File: config.mk
export PLATFORM = sky130hd
export DESIGN_NAME = packet_interval_learning_table_top
export DESIGN_NICKNAME = d
export VERILOG_FILES = /design/src/sv/pilt_pkg.sv /design/src/sv/packet_interval_learning_table_top.sv /design/src/sv/pilt_ram.sv
export SDC_FILE = /design/constraint.sdc
export NUM_CORES = 1
export LEC_CHECK = 0
export BUFFER_PORTS_ARGS = -buffer_cell sky130_fd_sc_hd__buf_2
export CAP_MARGIN = 10
export CORE_MARGIN = 2
export CORE_UTILIZATION = 50
export CTS_CLUSTER_DIAMETER = 80
export DETAILED_ROUTE_END_ITERATION = 8
export GPL_ROUTABILITY_DRIVEN = 1
export PLACE_DENSITY = 0.74
export SETUP_SLACK_MARGIN = 0.15
export SLEW_MARGIN = 20
export SYNTH_ARGS = -nofsm -noshare
export SYNTH_HDL_FRONTEND = slang
export SYNTH_SLANG_ARGS = --single-unit
File: constraint.sdc
create_clock -name clk -period 7.6 [get_ports clk]
set_input_delay 1.52 -clock clk [delete_from_list [all_inputs] [get_ports clk]]
set_output_delay 1.52 -clock clk [all_outputs]
set_load 0.02 [all_outputs]
File: src/sv/pilt_pkg.sv
`timescale 1ns / 1ps
`default_nettype none
package pilt_pkg;
    localparam int TICKS_PER_SEC = 8;
    localparam int TPS_W = 5;
    localparam logic [1:0] OP_OBSERVE = 2'd0;
    localparam logic [1:0] OP_QUERY   = 2'd1;
    localparam logic [1:0] OP_CLEAR   = 2'd2;
    localparam logic [7:0] LAST_SEQ_MAX = 8'h71;
    localparam logic [31:0] NEXT_MAX   = 32'(8 * 60 * TICKS_PER_SEC);
    localparam logic [31:0] SAME_MAX   = 32'(1 * 60 * TICKS_PER_SEC);
    localparam logic [31:0] FIRST_LO   = 32'(3 * 60 * TICKS_PER_SEC);
    localparam logic [31:0] FIRST_HI   = 32'(7 * 60 * TICKS_PER_SEC);
    localparam logic [31:0] REP_LO     = 32'(8 * TICKS_PER_SEC);
    localparam logic [31:0] REP_HI     = 32'(25 * TICKS_PER_SEC);
    localparam logic [31:0] CHK_REP_LO = 32'(5 * TICKS_PER_SEC);
    localparam logic [31:0] SUM_HI     = 32'((8 * 5 * 60 + 3) * TICKS_PER_SEC);
    localparam logic [31:0] SUM_LO     = 32'((8 * 5 * 60 - 3) * TICKS_PER_SEC);
    localparam logic [31:0] SUM_EXACT  = 32'(8 * 5 * 60 * TICKS_PER_SEC);
    localparam logic [15:0] PERIOD     = 16'(5 * 60 * TICKS_PER_SEC);
    localparam logic [15:0] MAX_INIT   = 16'(0 - 20 * 60 * TICKS_PER_SEC);

    typedef enum logic [3:0] {
        ST_IDLE, ST_CLR, ST_RD1, ST_RD2, ST_LRN, ST_RD3, ST_LRN2,
        ST_RND_RD, ST_RND_WR, ST_CHK, ST_OFF, ST_ADJ, ST_QRD, ST_QOUT
    } state_t;
endpackage
`default_nettype wire

File: src/sv/packet_interval_learning_table_top.sv
`timescale 1ns / 1ps
`default_nettype none
// Channel | Dir | tdata (low bit up)                                      | tuser
// s_axis  | in  | opcode[1:0] new_seq[9:2] last_seq[17:10]                 | -
//         |     | elapsed_ticks[33:18] query_seq[41:34], pad to 48          |
// m_axis  | out | entry_ticks[15:0] slot_adjust[31:16] table_valid[32]      | -
//         |     | table_frozen[33], pad to 40                               |
// One transaction at a time; a query, opcode 3 or ignored observe goes through ST_QRD and ST_QOUT
// into the output register. Clear: a zeroing sweep of both stores, then the query read.
// Observe: learn read-modify-writes on the interval RAM, a 16-entry round/filter pass, then, if the
// table checks valid, an 8-step prefix pass and an 8-entry offset write; last the query read.
// Reset zeroes both stores by a sweep of all 16 interval entries; s_axis_tready stays low meanwhile.
// A result waits in the output register; a newer one holds in ST_QOUT until m_axis_tready.
module packet_interval_learning_table_top (
    input  wire logic        clk,
    input  wire logic        rst_n,
    input  wire logic        s_axis_tvalid,
    output logic             s_axis_tready,
    input  wire logic [47:0] s_axis_tdata,  // opcode, new_seq, last_seq, elapsed_ticks, query_seq
    output logic             m_axis_tvalid,
    input  wire logic        m_axis_tready,
    output logic      [39:0] m_axis_tdata   // entry_ticks, slot_adjust, valid, frozen
);
    import pilt_pkg::*;

    state_t state_reg, state_next;
    logic [1:0]  op_reg, op_next;
    logic [7:0]  ns_reg, ns_next, ls_reg, ls_next, q_reg, q_next;
    logic [15:0] tk_reg, tk_next;
    logic [4:0]  cnt_reg, cnt_next;
    logic [15:0] rep_reg, rep_next, acc_reg, acc_next, max_reg, max_next;
    logic [31:0] sum_reg, sum_next;
    logic        rep_ok_reg, rep_ok_next;
    logic        frz_reg, frz_next, vld_reg, vld_next;
    logic        ov_reg, ov_next;
    logic [33:0] od_reg, od_next;
    logic [15:0] d_reg [8];
    logic [15:0] d_wr;
    logic [2:0]  d_idx;
    logic        d_we;

    // interval RAM
    logic        iwe;
    logic [3:0]  iwa, ira;
    logic [15:0] iwd, ird;
    // adjust RAM
    logic        awe;
    logic [2:0]  awa, ara;
    logic [15:0] awd, ard;

    pilt_ram #(.WIDTH(16), .DEPTH(16)) u_int (
        .clk(clk), .we(iwe), .waddr(iwa), .wdata(iwd), .raddr(ira), .rdata(ird));
    pilt_ram #(.WIDTH(16), .DEPTH(8)) u_adj (
        .clk(clk), .we(awe), .waddr(awa), .wdata(awd), .raddr(ara), .rdata(ard));

    logic [3:0]  ls_s, ns_s;
    logic        lsub, nsub, is_next, is_same;
    logic [15:0] lrn_val, lrn_res, rnd_res;
    logic [TPS_W-1:0] rem;
    logic [3:0]  e_first, e_rep;

    assign ls_s = ls_reg[7:4];
    assign ns_s = ns_reg[7:4];
    assign lsub = ls_reg[0];
    assign nsub = ns_reg[0];
    assign is_next = (ns_s == {1'b0, ls_s[2:0] + 3'd1}) && (ls_s < 4'd8)
                     && (32'(tk_reg) < NEXT_MAX);
    assign is_same = (ns_s == ls_s) && (32'(tk_reg) < SAME_MAX);
    assign e_first = {ls_s[2:0], 1'b0};
    assign e_rep   = {ns_s[2:0], 1'b1};

    // learn: empty takes directly, else average
    function automatic logic [15:0] learn_f(input logic [15:0] old, input logic [15:0] v);
        logic [15:0] s;
        s = old + v;
        return (old == 16'd0) ? v : {1'b0, s[15:1]};
    endfunction

    assign rem = TPS_W'(ird % 16'(TICKS_PER_SEC));

    always_comb
    begin
        logic [15:0] r;
        if (32'(rem) > 32'(TICKS_PER_SEC / 2))
            r = ird + 16'(TICKS_PER_SEC) - 16'(rem);
        else
            r = ird - 16'(rem);
        if (cnt_reg[0] == 1'b0)
            rnd_res = ((32'(r) < FIRST_LO) || (32'(r) > FIRST_HI)) ? 16'd0 : r;
        else
            rnd_res = ((32'(r) < REP_LO) || (32'(r) > REP_HI)) ? 16'd0 : r;
    end

    always_ff @(posedge clk or negedge rst_n)
    begin
        if (!rst_n)
        begin
            state_reg <= ST_CLR;
            op_reg    <= OP_OBSERVE;
            cnt_reg   <= '0;
            frz_reg   <= 1'b0;
            vld_reg   <= 1'b0;
            ov_reg    <= 1'b0;
        end
        else
        begin
            state_reg <= state_next;
            op_reg    <= op_next;
            cnt_reg   <= cnt_next;
            frz_reg   <= frz_next;
            vld_reg   <= vld_next;
            ov_reg    <= ov_next;
        end
    end

    always_ff @(posedge clk)
    begin
        ns_reg <= ns_next; ls_reg <= ls_next; q_reg <= q_next;
        tk_reg <= tk_next; rep_reg <= rep_next; acc_reg <= acc_next;
        max_reg <= max_next; sum_reg <= sum_next; rep_ok_reg <= rep_ok_next;
        od_reg <= od_next;
        if (d_we)
        begin
            d_reg[d_idx] <= d_wr;
        end
    end

    always_comb
    begin
        logic [15:0] pa;
        state_next = state_reg; cnt_next = cnt_reg;
        op_next = op_reg; ns_next = ns_reg; ls_next = ls_reg; q_next = q_reg;
        tk_next = tk_reg; rep_next = rep_reg; acc_next = acc_reg;
        max_next = max_reg; sum_next = sum_reg; rep_ok_next = rep_ok_reg;
        frz_next = frz_reg; vld_next = vld_reg; ov_next = ov_reg; od_next = od_reg;
        iwe = 1'b0; iwa = cnt_reg[3:0]; iwd = '0; ira = cnt_reg[3:0];
        awe = 1'b0; awa = cnt_reg[2:0]; awd = '0; ara = q_reg[6:4];
        d_we = 1'b0; d_idx = cnt_reg[2:0]; d_wr = '0;
        lrn_val = '0; lrn_res = '0; pa = '0;
        s_axis_tready = 1'b0;
        if (ov_reg && m_axis_tready)
            ov_next = 1'b0;
        unique case (state_reg)
            ST_IDLE:
            begin
                // a waiting result is held in od_reg; accept the next transaction anyway
                s_axis_tready = 1'b1;
                if (s_axis_tvalid)
                begin
                    op_next = s_axis_tdata[1:0];
                    ns_next = s_axis_tdata[9:2];
                    ls_next = s_axis_tdata[17:10];
                    tk_next = s_axis_tdata[33:18];
                    q_next  = s_axis_tdata[41:34];
                    cnt_next = '0;
                    if (s_axis_tdata[1:0] == OP_CLEAR)
                        state_next = ST_CLR;
                    else if (s_axis_tdata[1:0] == OP_OBSERVE && !frz_reg
                             && s_axis_tdata[17:10] <= LAST_SEQ_MAX)
                        state_next = ST_RD1;
                    else
                        state_next = ST_QRD;
                end
            end
            ST_CLR:
            begin
                iwe = 1'b1; iwa = cnt_reg[3:0];
                awe = 1'b1; awa = cnt_reg[2:0];
                cnt_next = cnt_reg + 5'd1;
                if (cnt_reg == 5'd15)
                    state_next = (op_reg == OP_CLEAR) ? ST_QRD : ST_IDLE;
            end
            ST_RD1:
            begin
                // fetch repeat entry of new slot
                ira = e_rep;
                state_next = ST_RD2;
            end
            ST_RD2:
            begin
                rep_next = ird;
                if (is_next && !nsub)
                begin
                    ira = e_first; state_next = ST_LRN;
                end
                else if (is_next && !lsub)
                begin
                    ira = e_first; state_next = ST_LRN;
                end
                else if (!is_next && is_same)
                begin
                    ira = {ls_s[2:0], 1'b1}; state_next = ST_LRN;
                end
                else
                begin
                    cnt_next = '0; state_next = ST_RND_RD;
                end
            end
            ST_LRN:
            begin
                cnt_next = '0;
                state_next = ST_RND_RD;
                if (is_next && !nsub)
                begin
                    iwe = 1'b1; iwa = e_first; iwd = learn_f(ird, tk_reg);
                end
                else if (is_next)
                begin
                    lrn_res = (rep_reg != 16'd0) ? learn_f(ird, tk_reg - rep_reg) : ird;
                    iwe = 1'b1; iwa = e_first; iwd = lrn_res;
                    acc_next = lrn_res;
                    ira = e_rep;
                    state_next = ST_RD3;
                end
                else
                begin
                    iwe = 1'b1; iwa = {ls_s[2:0], 1'b1}; iwd = learn_f(ird, tk_reg);
                end
            end
            ST_RD3:
            begin
                state_next = ST_LRN2;
            end
            ST_LRN2:
            begin
                lrn_val = tk_reg - acc_reg;
                if (acc_reg != 16'd0)
                begin
                    iwe = 1'b1; iwa = e_rep; iwd = learn_f(rep_reg, lrn_val);
                end
                cnt_next = '0;
                state_next = ST_RND_RD;
            end
            ST_RND_RD:
            begin
                ira = cnt_reg[3:0];
                sum_next = '0; rep_ok_next = 1'b1;
                state_next = ST_RND_WR;
            end
            ST_RND_WR:
            begin
                // round and filter this entry, accumulate it (first) or range-check it (repeat); read the next
                iwe = 1'b1; iwa = cnt_reg[3:0]; iwd = rnd_res;
                if (cnt_reg[0] == 1'b0)
                begin
                    sum_next = sum_reg + 32'(rnd_res);
                    d_we = 1'b1; d_idx = cnt_reg[3:1]; d_wr = rnd_res;
                end
                else if (32'(rnd_res) < CHK_REP_LO || 32'(rnd_res) > REP_HI)
                    rep_ok_next = 1'b0;
                ira = cnt_reg[3:0] + 4'd1;
                cnt_next = cnt_reg + 5'd1;
                if (cnt_reg == 5'd15)
                    state_next = ST_CHK;
            end
            ST_CHK:
            begin
                cnt_next = '0; acc_next = '0; max_next = MAX_INIT;
                if (sum_reg > SUM_HI || sum_reg < SUM_LO || !rep_ok_reg)
                begin
                    vld_next = 1'b0; state_next = ST_QRD;
                end
                else
                begin
                    vld_next = 1'b1;
                    if (sum_reg == SUM_EXACT)
                        frz_next = 1'b1;
                    state_next = ST_OFF;
                end
            end
            ST_OFF:
            begin
                // d[i] = period*(i+1) - prefix; d_reg holds first entries on entry
                pa = acc_reg + d_reg[cnt_reg[2:0]];
                acc_next = pa;
                d_we = 1'b1; d_idx = cnt_reg[2:0];
                d_wr = 16'(PERIOD * (cnt_reg[2:0] + 16'd1)) - pa;
                if ($signed(d_wr) > $signed(max_reg))
                    max_next = d_wr;
                cnt_next = cnt_reg + 5'd1;
                if (cnt_reg == 5'd7)
                begin
                    cnt_next = '0; state_next = ST_ADJ;
                end
            end
            ST_ADJ:
            begin
                awe = 1'b1; awa = cnt_reg[2:0];
                awd = max_reg - d_reg[cnt_reg[2:0] - 3'd1];
                cnt_next = cnt_reg + 5'd1;
                if (cnt_reg == 5'd7)
                    state_next = ST_QRD;
            end
            ST_QRD:
            begin
                ira = {q_reg[6:4], q_reg[0]};
                ara = q_reg[6:4];
                state_next = ST_QOUT;
            end
            ST_QOUT:
            begin
                if (!ov_reg || m_axis_tready)
                begin
                    ov_next = 1'b1;
                    od_next = {frz_reg, vld_reg | frz_reg, ard, ird};
                    state_next = ST_IDLE;
                end
                ira = {q_reg[6:4], q_reg[0]};
                // hold read addresses so data stays stable while stalled
            end
            default: state_next = ST_IDLE;
        endcase
    end

    assign m_axis_tvalid = ov_reg;
    assign m_axis_tdata  = {6'd0, od_reg};
endmodule
`default_nettype wire

File: src/sv/pilt_ram.sv
`timescale 1ns / 1ps
`default_nettype none
module pilt_ram #(
    parameter int WIDTH = 16,
    parameter int DEPTH = 16
) (
    input  wire logic                     clk,
    input  wire logic                     we,
    input  wire logic [$clog2(DEPTH)-1:0] waddr,
    input  wire logic [WIDTH-1:0]         wdata,
    input  wire logic [$clog2(DEPTH)-1:0] raddr,
    output logic      [WIDTH-1:0]         rdata
);
    logic [WIDTH-1:0] mem [DEPTH];
    always_ff @(posedge clk)
    begin
        if (we)
        begin
            mem[waddr] <= wdata;
        end
        rdata <= mem[raddr];
    end
endmodule
`default_nettype wire

Word-level counts from Yosys, hierarchy flattened
Memory sizes are Yosys's and may differ from the RTL's. A register that Yosys moved wholly into a read port is not among the register bits.
Index checks and enable logic that the tools add are counted.

word-level totals
  register bits = 168
  RAM bits = 512
  output and inout bits = 42
  word-level logic and storage cells = 208
  memories kept = 3

cells by class
  add/sub/neg operators = 17
  multipliers = 1
  $lt $le $gt $ge = 14
  equal/unequal tests = 35
  muxes and demuxes = 75
  bitwise operators = 2
  reduce and logical (&&, ||, !) cells = 45

memory list
  name       words  bits a word  rd ports  clocked after Yosys merged registers in  write ports  line                                      text
  u_int.mem  16     16           1         1                                        1            pilt_ram.sv:14                            logic [WIDTH-1:0] mem [DEPTH];
  d_reg      8      16           2         0                                        1            packet_interval_learning_table_top.sv:37  logic [15:0] d_reg [8];
  u_adj.mem  8      16           1         1                                        1            pilt_ram.sv:14

operators by type and width
  operator                                                count
  2-to-1 mux 16 bit                                       16
  case mux 16 bit (3 select lines)                        2
  adder 16 bit                                            4
  case mux 16 bit (2 select lines)                        2
  case mux 32 bit (2 select lines)                        1
  subtractor 16 bit                                       4
  2-to-1 mux 4 bit                                        15
  case mux 4 bit (14 select lines)                        1
  adder 32 x 16 -> 32 bit                                 1
  equality test 32 x 15 -> 1 bit (second input constant)  1
  > comparator 16 x 8 -> 1 bit (second input constant)    2
  > comparator 32 x 15 -> 1 bit (second input constant)   1
  zero test 16 bit                                        2
  < comparator 32 x 15 -> 1 bit (second input constant)   1
  2-to-1 mux 32 bit                                       1
  nonzero test 16 bit                                     2
  subtractor 16 x 3 -> 16 bit                             2
  inequality test 2 bit (second input constant)           15
  2-to-1 mux 5 bit                                        5
  case mux 5 bit (5 select lines)                         1
  equality test 4 bit (second input constant)             6
  case mux 4 bit (5 select lines)                         1
  2-to-1 mux 1 bit                                        18
  adder 16 x 4 -> 16 bit (second input constant)          1
  other kinds (44)                                        84

Longest topological paths before layout
  word-level depth = 12
  depth in mapped cells = 31
  depth with buffers taken out = 28

By module
Synthesis repeated with hierarchy kept, for this count alone.

second synthesis, totals
  cell total of the unflattened synthesis = 2759
  area total of the unflattened synthesis = 36905.4 um^2

by module, submodules not included
  module                              times used  cells each  area each (um^2)  seq. area each (um^2)
  packet_interval_learning_table_top  1           2113        21569.4           8459.4
  pilt_ram at u_int                   1           432         10042.1           8007.7
  pilt_ram at u_adj                   1           214         5293.8            4164.0

Worst setup path before layout
OpenSTA, ideal clock, no wires.

  path type = register -> register
  start point = register cnt_reg[0]
  end point = register max_reg[0], enable pin
  setup time = 0.414 ns
  data arrival time = 7.196 ns
  setup slack = -0.010 ns
  cell stages (with the launch flop) = 31
  buffers on the path = 3
  path through = dfrtp_1 > clkbuf_1 > clkinv_1 > and3_1 > clkbuf_1 > clkbuf_1 > a22oi_1 > nand4_1 > ha_1 > fa_1 > and3_1 > o21ai_0 > nand2b_1 > a21o_1 > a21o_1 > a41o_1 > o41ai_1 > xor2_1 > ha_1 > a21oi_1 > a31oi_1 > a21o_1 > a21oi_1 > xor2_1 > inv_1 > ha_1 > nand4_1 > nor2_1 > o21ai_0 > and4_1 > o31ai_1

on the way
  longest elaborated chain between the ends = 6
  elaborated cells on any way between the ends = 8

ends and longest elaborated chain
  item                                                                     line                                                                                  text
  start: declaration                                                       packet_interval_learning_table_top.sv:30                                              logic [4:0] cnt_reg, cnt_next;
  start signal: assignment                                                 packet_interval_learning_table_top.sv:109                                             cnt_reg <= cnt_next;
  adder 3 x 1 -> 4 bit / memory read (8 x 16 bit) (equally long branches)  --
  multiplier 7 x 4 -> 11 bit / adder 16 bit (equally long branches)        packet_interval_learning_table_top.sv:277, packet_interval_learning_table_top.sv:274
  subtractor 16 bit (*)                                                    packet_interval_learning_table_top.sv:277                                             d_wr = 16'(PERIOD * (cnt_reg[2:0] + 16'd1)) - pa;
  > comparator 16 bit (*)                                                  packet_interval_learning_table_top.sv:278                                             if ($signed(d_wr) > $signed(max_reg))
  inequality test 2 bit (no source line) (*)                               --
  AND reduction 2 bit (no source line) (*)                                 --
  end signal: assignment                                                   packet_interval_learning_table_top.sv:120                                             max_reg <= max_next; sum_reg <= sum_next; rep_ok_reg <= rep_ok_next;
  end: declaration                                                         packet_interval_learning_table_top.sv:31                                              logic [15:0] rep_reg, rep_next, acc_reg, acc_next, max_reg, max_next;

Mark *: on every way between the ends. The rest lies on a longest branch, timed or not.
A chain may end at the register's enable or synchronous reset.

Worst setup path after layout
  start point = register cnt_reg[1]
  end point = register max_reg[14], enable pin

Same word-level chain as after synthesis.

==> results_dict.tcl <==
set metrics [dict create \
    initial_core_util_pct 50.71 \
    die-area_um2 74930 \
    r2r_slack_ps 620 \
    synthArstFlopShare_pct 2.000 \
    cap_viol_max_count 0 \
    period_share_pct 91.88 \
    finalHoldViolCount 0 \
    cts_tree "done" \
    fp-row-count 98 \
    path_class "reg2reg" \
    cts_buffers 76 \
    drcViolationCount 0 \
    cp-end-kind "register" \
    cts_root_buf "clkbuf_16" \
    ys.flop_type "edfxtp_1" \
    dr.first_iter.drc_count 2931 \
    grt_max_degree 69 \
    netlist_area_um2 36380 \
    antenna_found_initial 2 \
    cts.sinks 700 \
    ys_warn_count 0 \
    fin_nets 3251 \
    drt_pass1_iterations 6 \
    synth.avg_cell_area_um2 12.74 \
    die_w_um 273.7 \
    port_buffers 74 \
    grt_overflow 0 \
    status "complete, no violations" \
    synthCells 2856 \
    slew-limit-headroom_pct 28.81 \
    reg2reg_depth 31 \
    hpwlAfterDp_um 65990 \
    critPathTopFamily "compound AO/OA/AOI/OAI gates" \
    dr.max_layer_used "met4" \
    min_period_ps 6983 \
    hp-start "u_adj.rdata[3]" \
    startpoint "cnt_reg[1]" \
    wl_per_cell_um 23.99 \
    most-common-layout-cells "edfxtp_1, nand2_1, ha_1, nor2_1, a21oi_1" \
    hold_depth 0 \
    core_area_um2 71730 \
    wl_met2_um 42970 \
    worst_slew_pin_slew_ps 1064 \
    grt_use_total_pct 25.43 \
    wl_met1_um 40550 \
    num_vias 25247 \
    die_y_um 273.7 \
    cp.arrival_ps 7300 \
    synth_edf_count 654 \
    finalSetupViolations 0 \
    largest_register_ffs 256 \
    area_delta_synth_final_pct 12.85 \
    finalSetupTns_ps 0 \
    cp_num_buf_inv 5 \
    io_pins 94 \
    vias_per_cell 6.283 \
    yosysSeqAreaShare_pct 56.71 \
    ys_seq_elements 700 \
    path_clk_slew_ps 70 \
    final_common_cell "edfxtp_1" \
    met3_length_um 8876 \
    drv_slew 0 \
    synth_cell_types 81 \
    max_stage_delay_ps 490 \
    grt_pass1_wl_um 145900 \
    max_freq_mhz 143.2 \
    rr_endpoint "max_reg[14]" \
    r2r_start "cnt_reg[1]" \
    wirelength_um 96380 \
    gp_congestion 0.9385 \
    slowest_stage "dfrtp_2" \
    ant_nets 0 \
    drive_gt1_share_pct 15.94 \
    startpoint_type "register" \
    clock_latency_ps 640 \
    grt_pass1_vias 24709 \
    cts_buffer_depth 3 \
    worst-path-max-fanout 16 \
    hold_class "reg2reg" \
    cts_max_level 3 \
    worstHoldEndpoint "od_reg[19]" \
    rsz0062_at_grt "false" \
    fin_skew_ps 28.13 \
    critPathRequiredTime_ps 7920 \
]
==> Yosys cell counts, types with 8 or more instances <==
cell / n / area, µm²
a22oi_1: 86 / 645.6
buf_1: 13 / 48.80
and3_1: 29 / 181.4
o21a_1: 21 / 157.7
a221oi_1: 9 / 78.83
mux2_2: 67 / 754.5
a21oi_1: 131 / 655.6
or3_1: 30 / 187.7
o31ai_1: 12 / 90.09
a31oi_1: 21 / 131.4
nand2b_1: 27 / 168.9
xnor2_1: 84 / 735.7
o22ai_1: 15 / 93.84
edfxtp_1: 654 / 19640
dfrtp_1: 13 / 325.3
o211ai_1: 40 / 300.3
nor2_1: 160 / 600.6
o21ai_0: 140 / 700.7
a221oi_2: 10 / 150.1
a21o_1: 37 / 277.8
fa_1: 9 / 180.2
or2_2: 13 / 81.33
mux4_2: 64 / 1441
nand3_1: 53 / 265.3
nand4_1: 33 / 206.5
nor2b_1: 34 / 212.7
nor4_1: 19 / 118.9
dfxtp_1: 32 / 640.6
ha_1: 186 / 2327
and2_1: 17 / 106.4
mux2i_1: 107 / 1071
o21bai_1: 19 / 142.6
inv_1: 117 / 439.2
clkbuf_1: 65 / 244.0
buf_4: 8 / 60.06
xor2_1: 65 / 569.3
buf_2: 16 / 80.08
nor3_1: 62 / 310.3
a211oi_1: 18 / 135.1
nand2_1: 205 / 769.5
==> worst max path at each step <==
stage                        to  depth (start not counted)
floorplan            max_reg[0]                         30
global placement     max_reg[0]                         27
detailed placement   max_reg[1]                         27
CTS                 max_reg[14]                         27
global route        max_reg[14]                         31
finish              max_reg[14]                         31
==> per-layer routing <==
metal  global-route usage, %  vias up
met5                       0        -
met4                   10.50        0
met3                   4.386      253
met2                   38.66     1237
met1                   36.25    12442
li1                        -    11315
==> per-stage QoR <==
| step | std cells | area [µm²] | utilization (%) | hold WS (ps) | setup slack, ps |
|---|---|---|---|---|---|
| 4_1_cts | 4009 | 40910 | 57.03 | 405.5 | 295.7 |
| 2_1_floorplan | 2865 | 36420 | - | 385.5 | 478.2 |
| 3_3_place_gp | 3868 | 38270 | 53.36 | 388.9 | 643.7 |
| 5_1_grt | 4017 | 41050 | 57.22 | 405.3 | 168.3 |
| 6_report | 4018 | 41050 | 57.23 | 404.5 | 617.0 |
| 3_5_place_dp | 3868 | 38300 | 53.39 | 388.7 | 370.5 |
==> cells by family after synthesis <==
kind of cell / synth area share [%]
compound gates: 11.83
xor+xnor: 3.587
fa+ha+maj: 6.893
buf+inv: 2.480
flops: 56.71
mux: 8.981
other cells: 0.01031
simple gates: 9.503
==> repair_timing <==
action / in CTS / in global routing
setup buffers: 0 / 8
endpoints found under the hold margin: 0 / 0
setup endpoints to repair: 0 / 29
hold buffers: 0 / 0
gates resized for setup: 0 / 11
==> cell type report <==
cell class              instances  area, µm²
fillers                      5630      30680
flip-flops and latches        700      20630
multi-input cells            1942      15090
clock buffers                 105       2123
well taps                     950       1189
repair buffers                165       1074
clock inverters                36      484.2
inverters                     119      454.2
diodes                          1      2.502
Power is not shown: default switching activity piles up to over one toggle a cycle in this logic, so the estimate is an artifact.
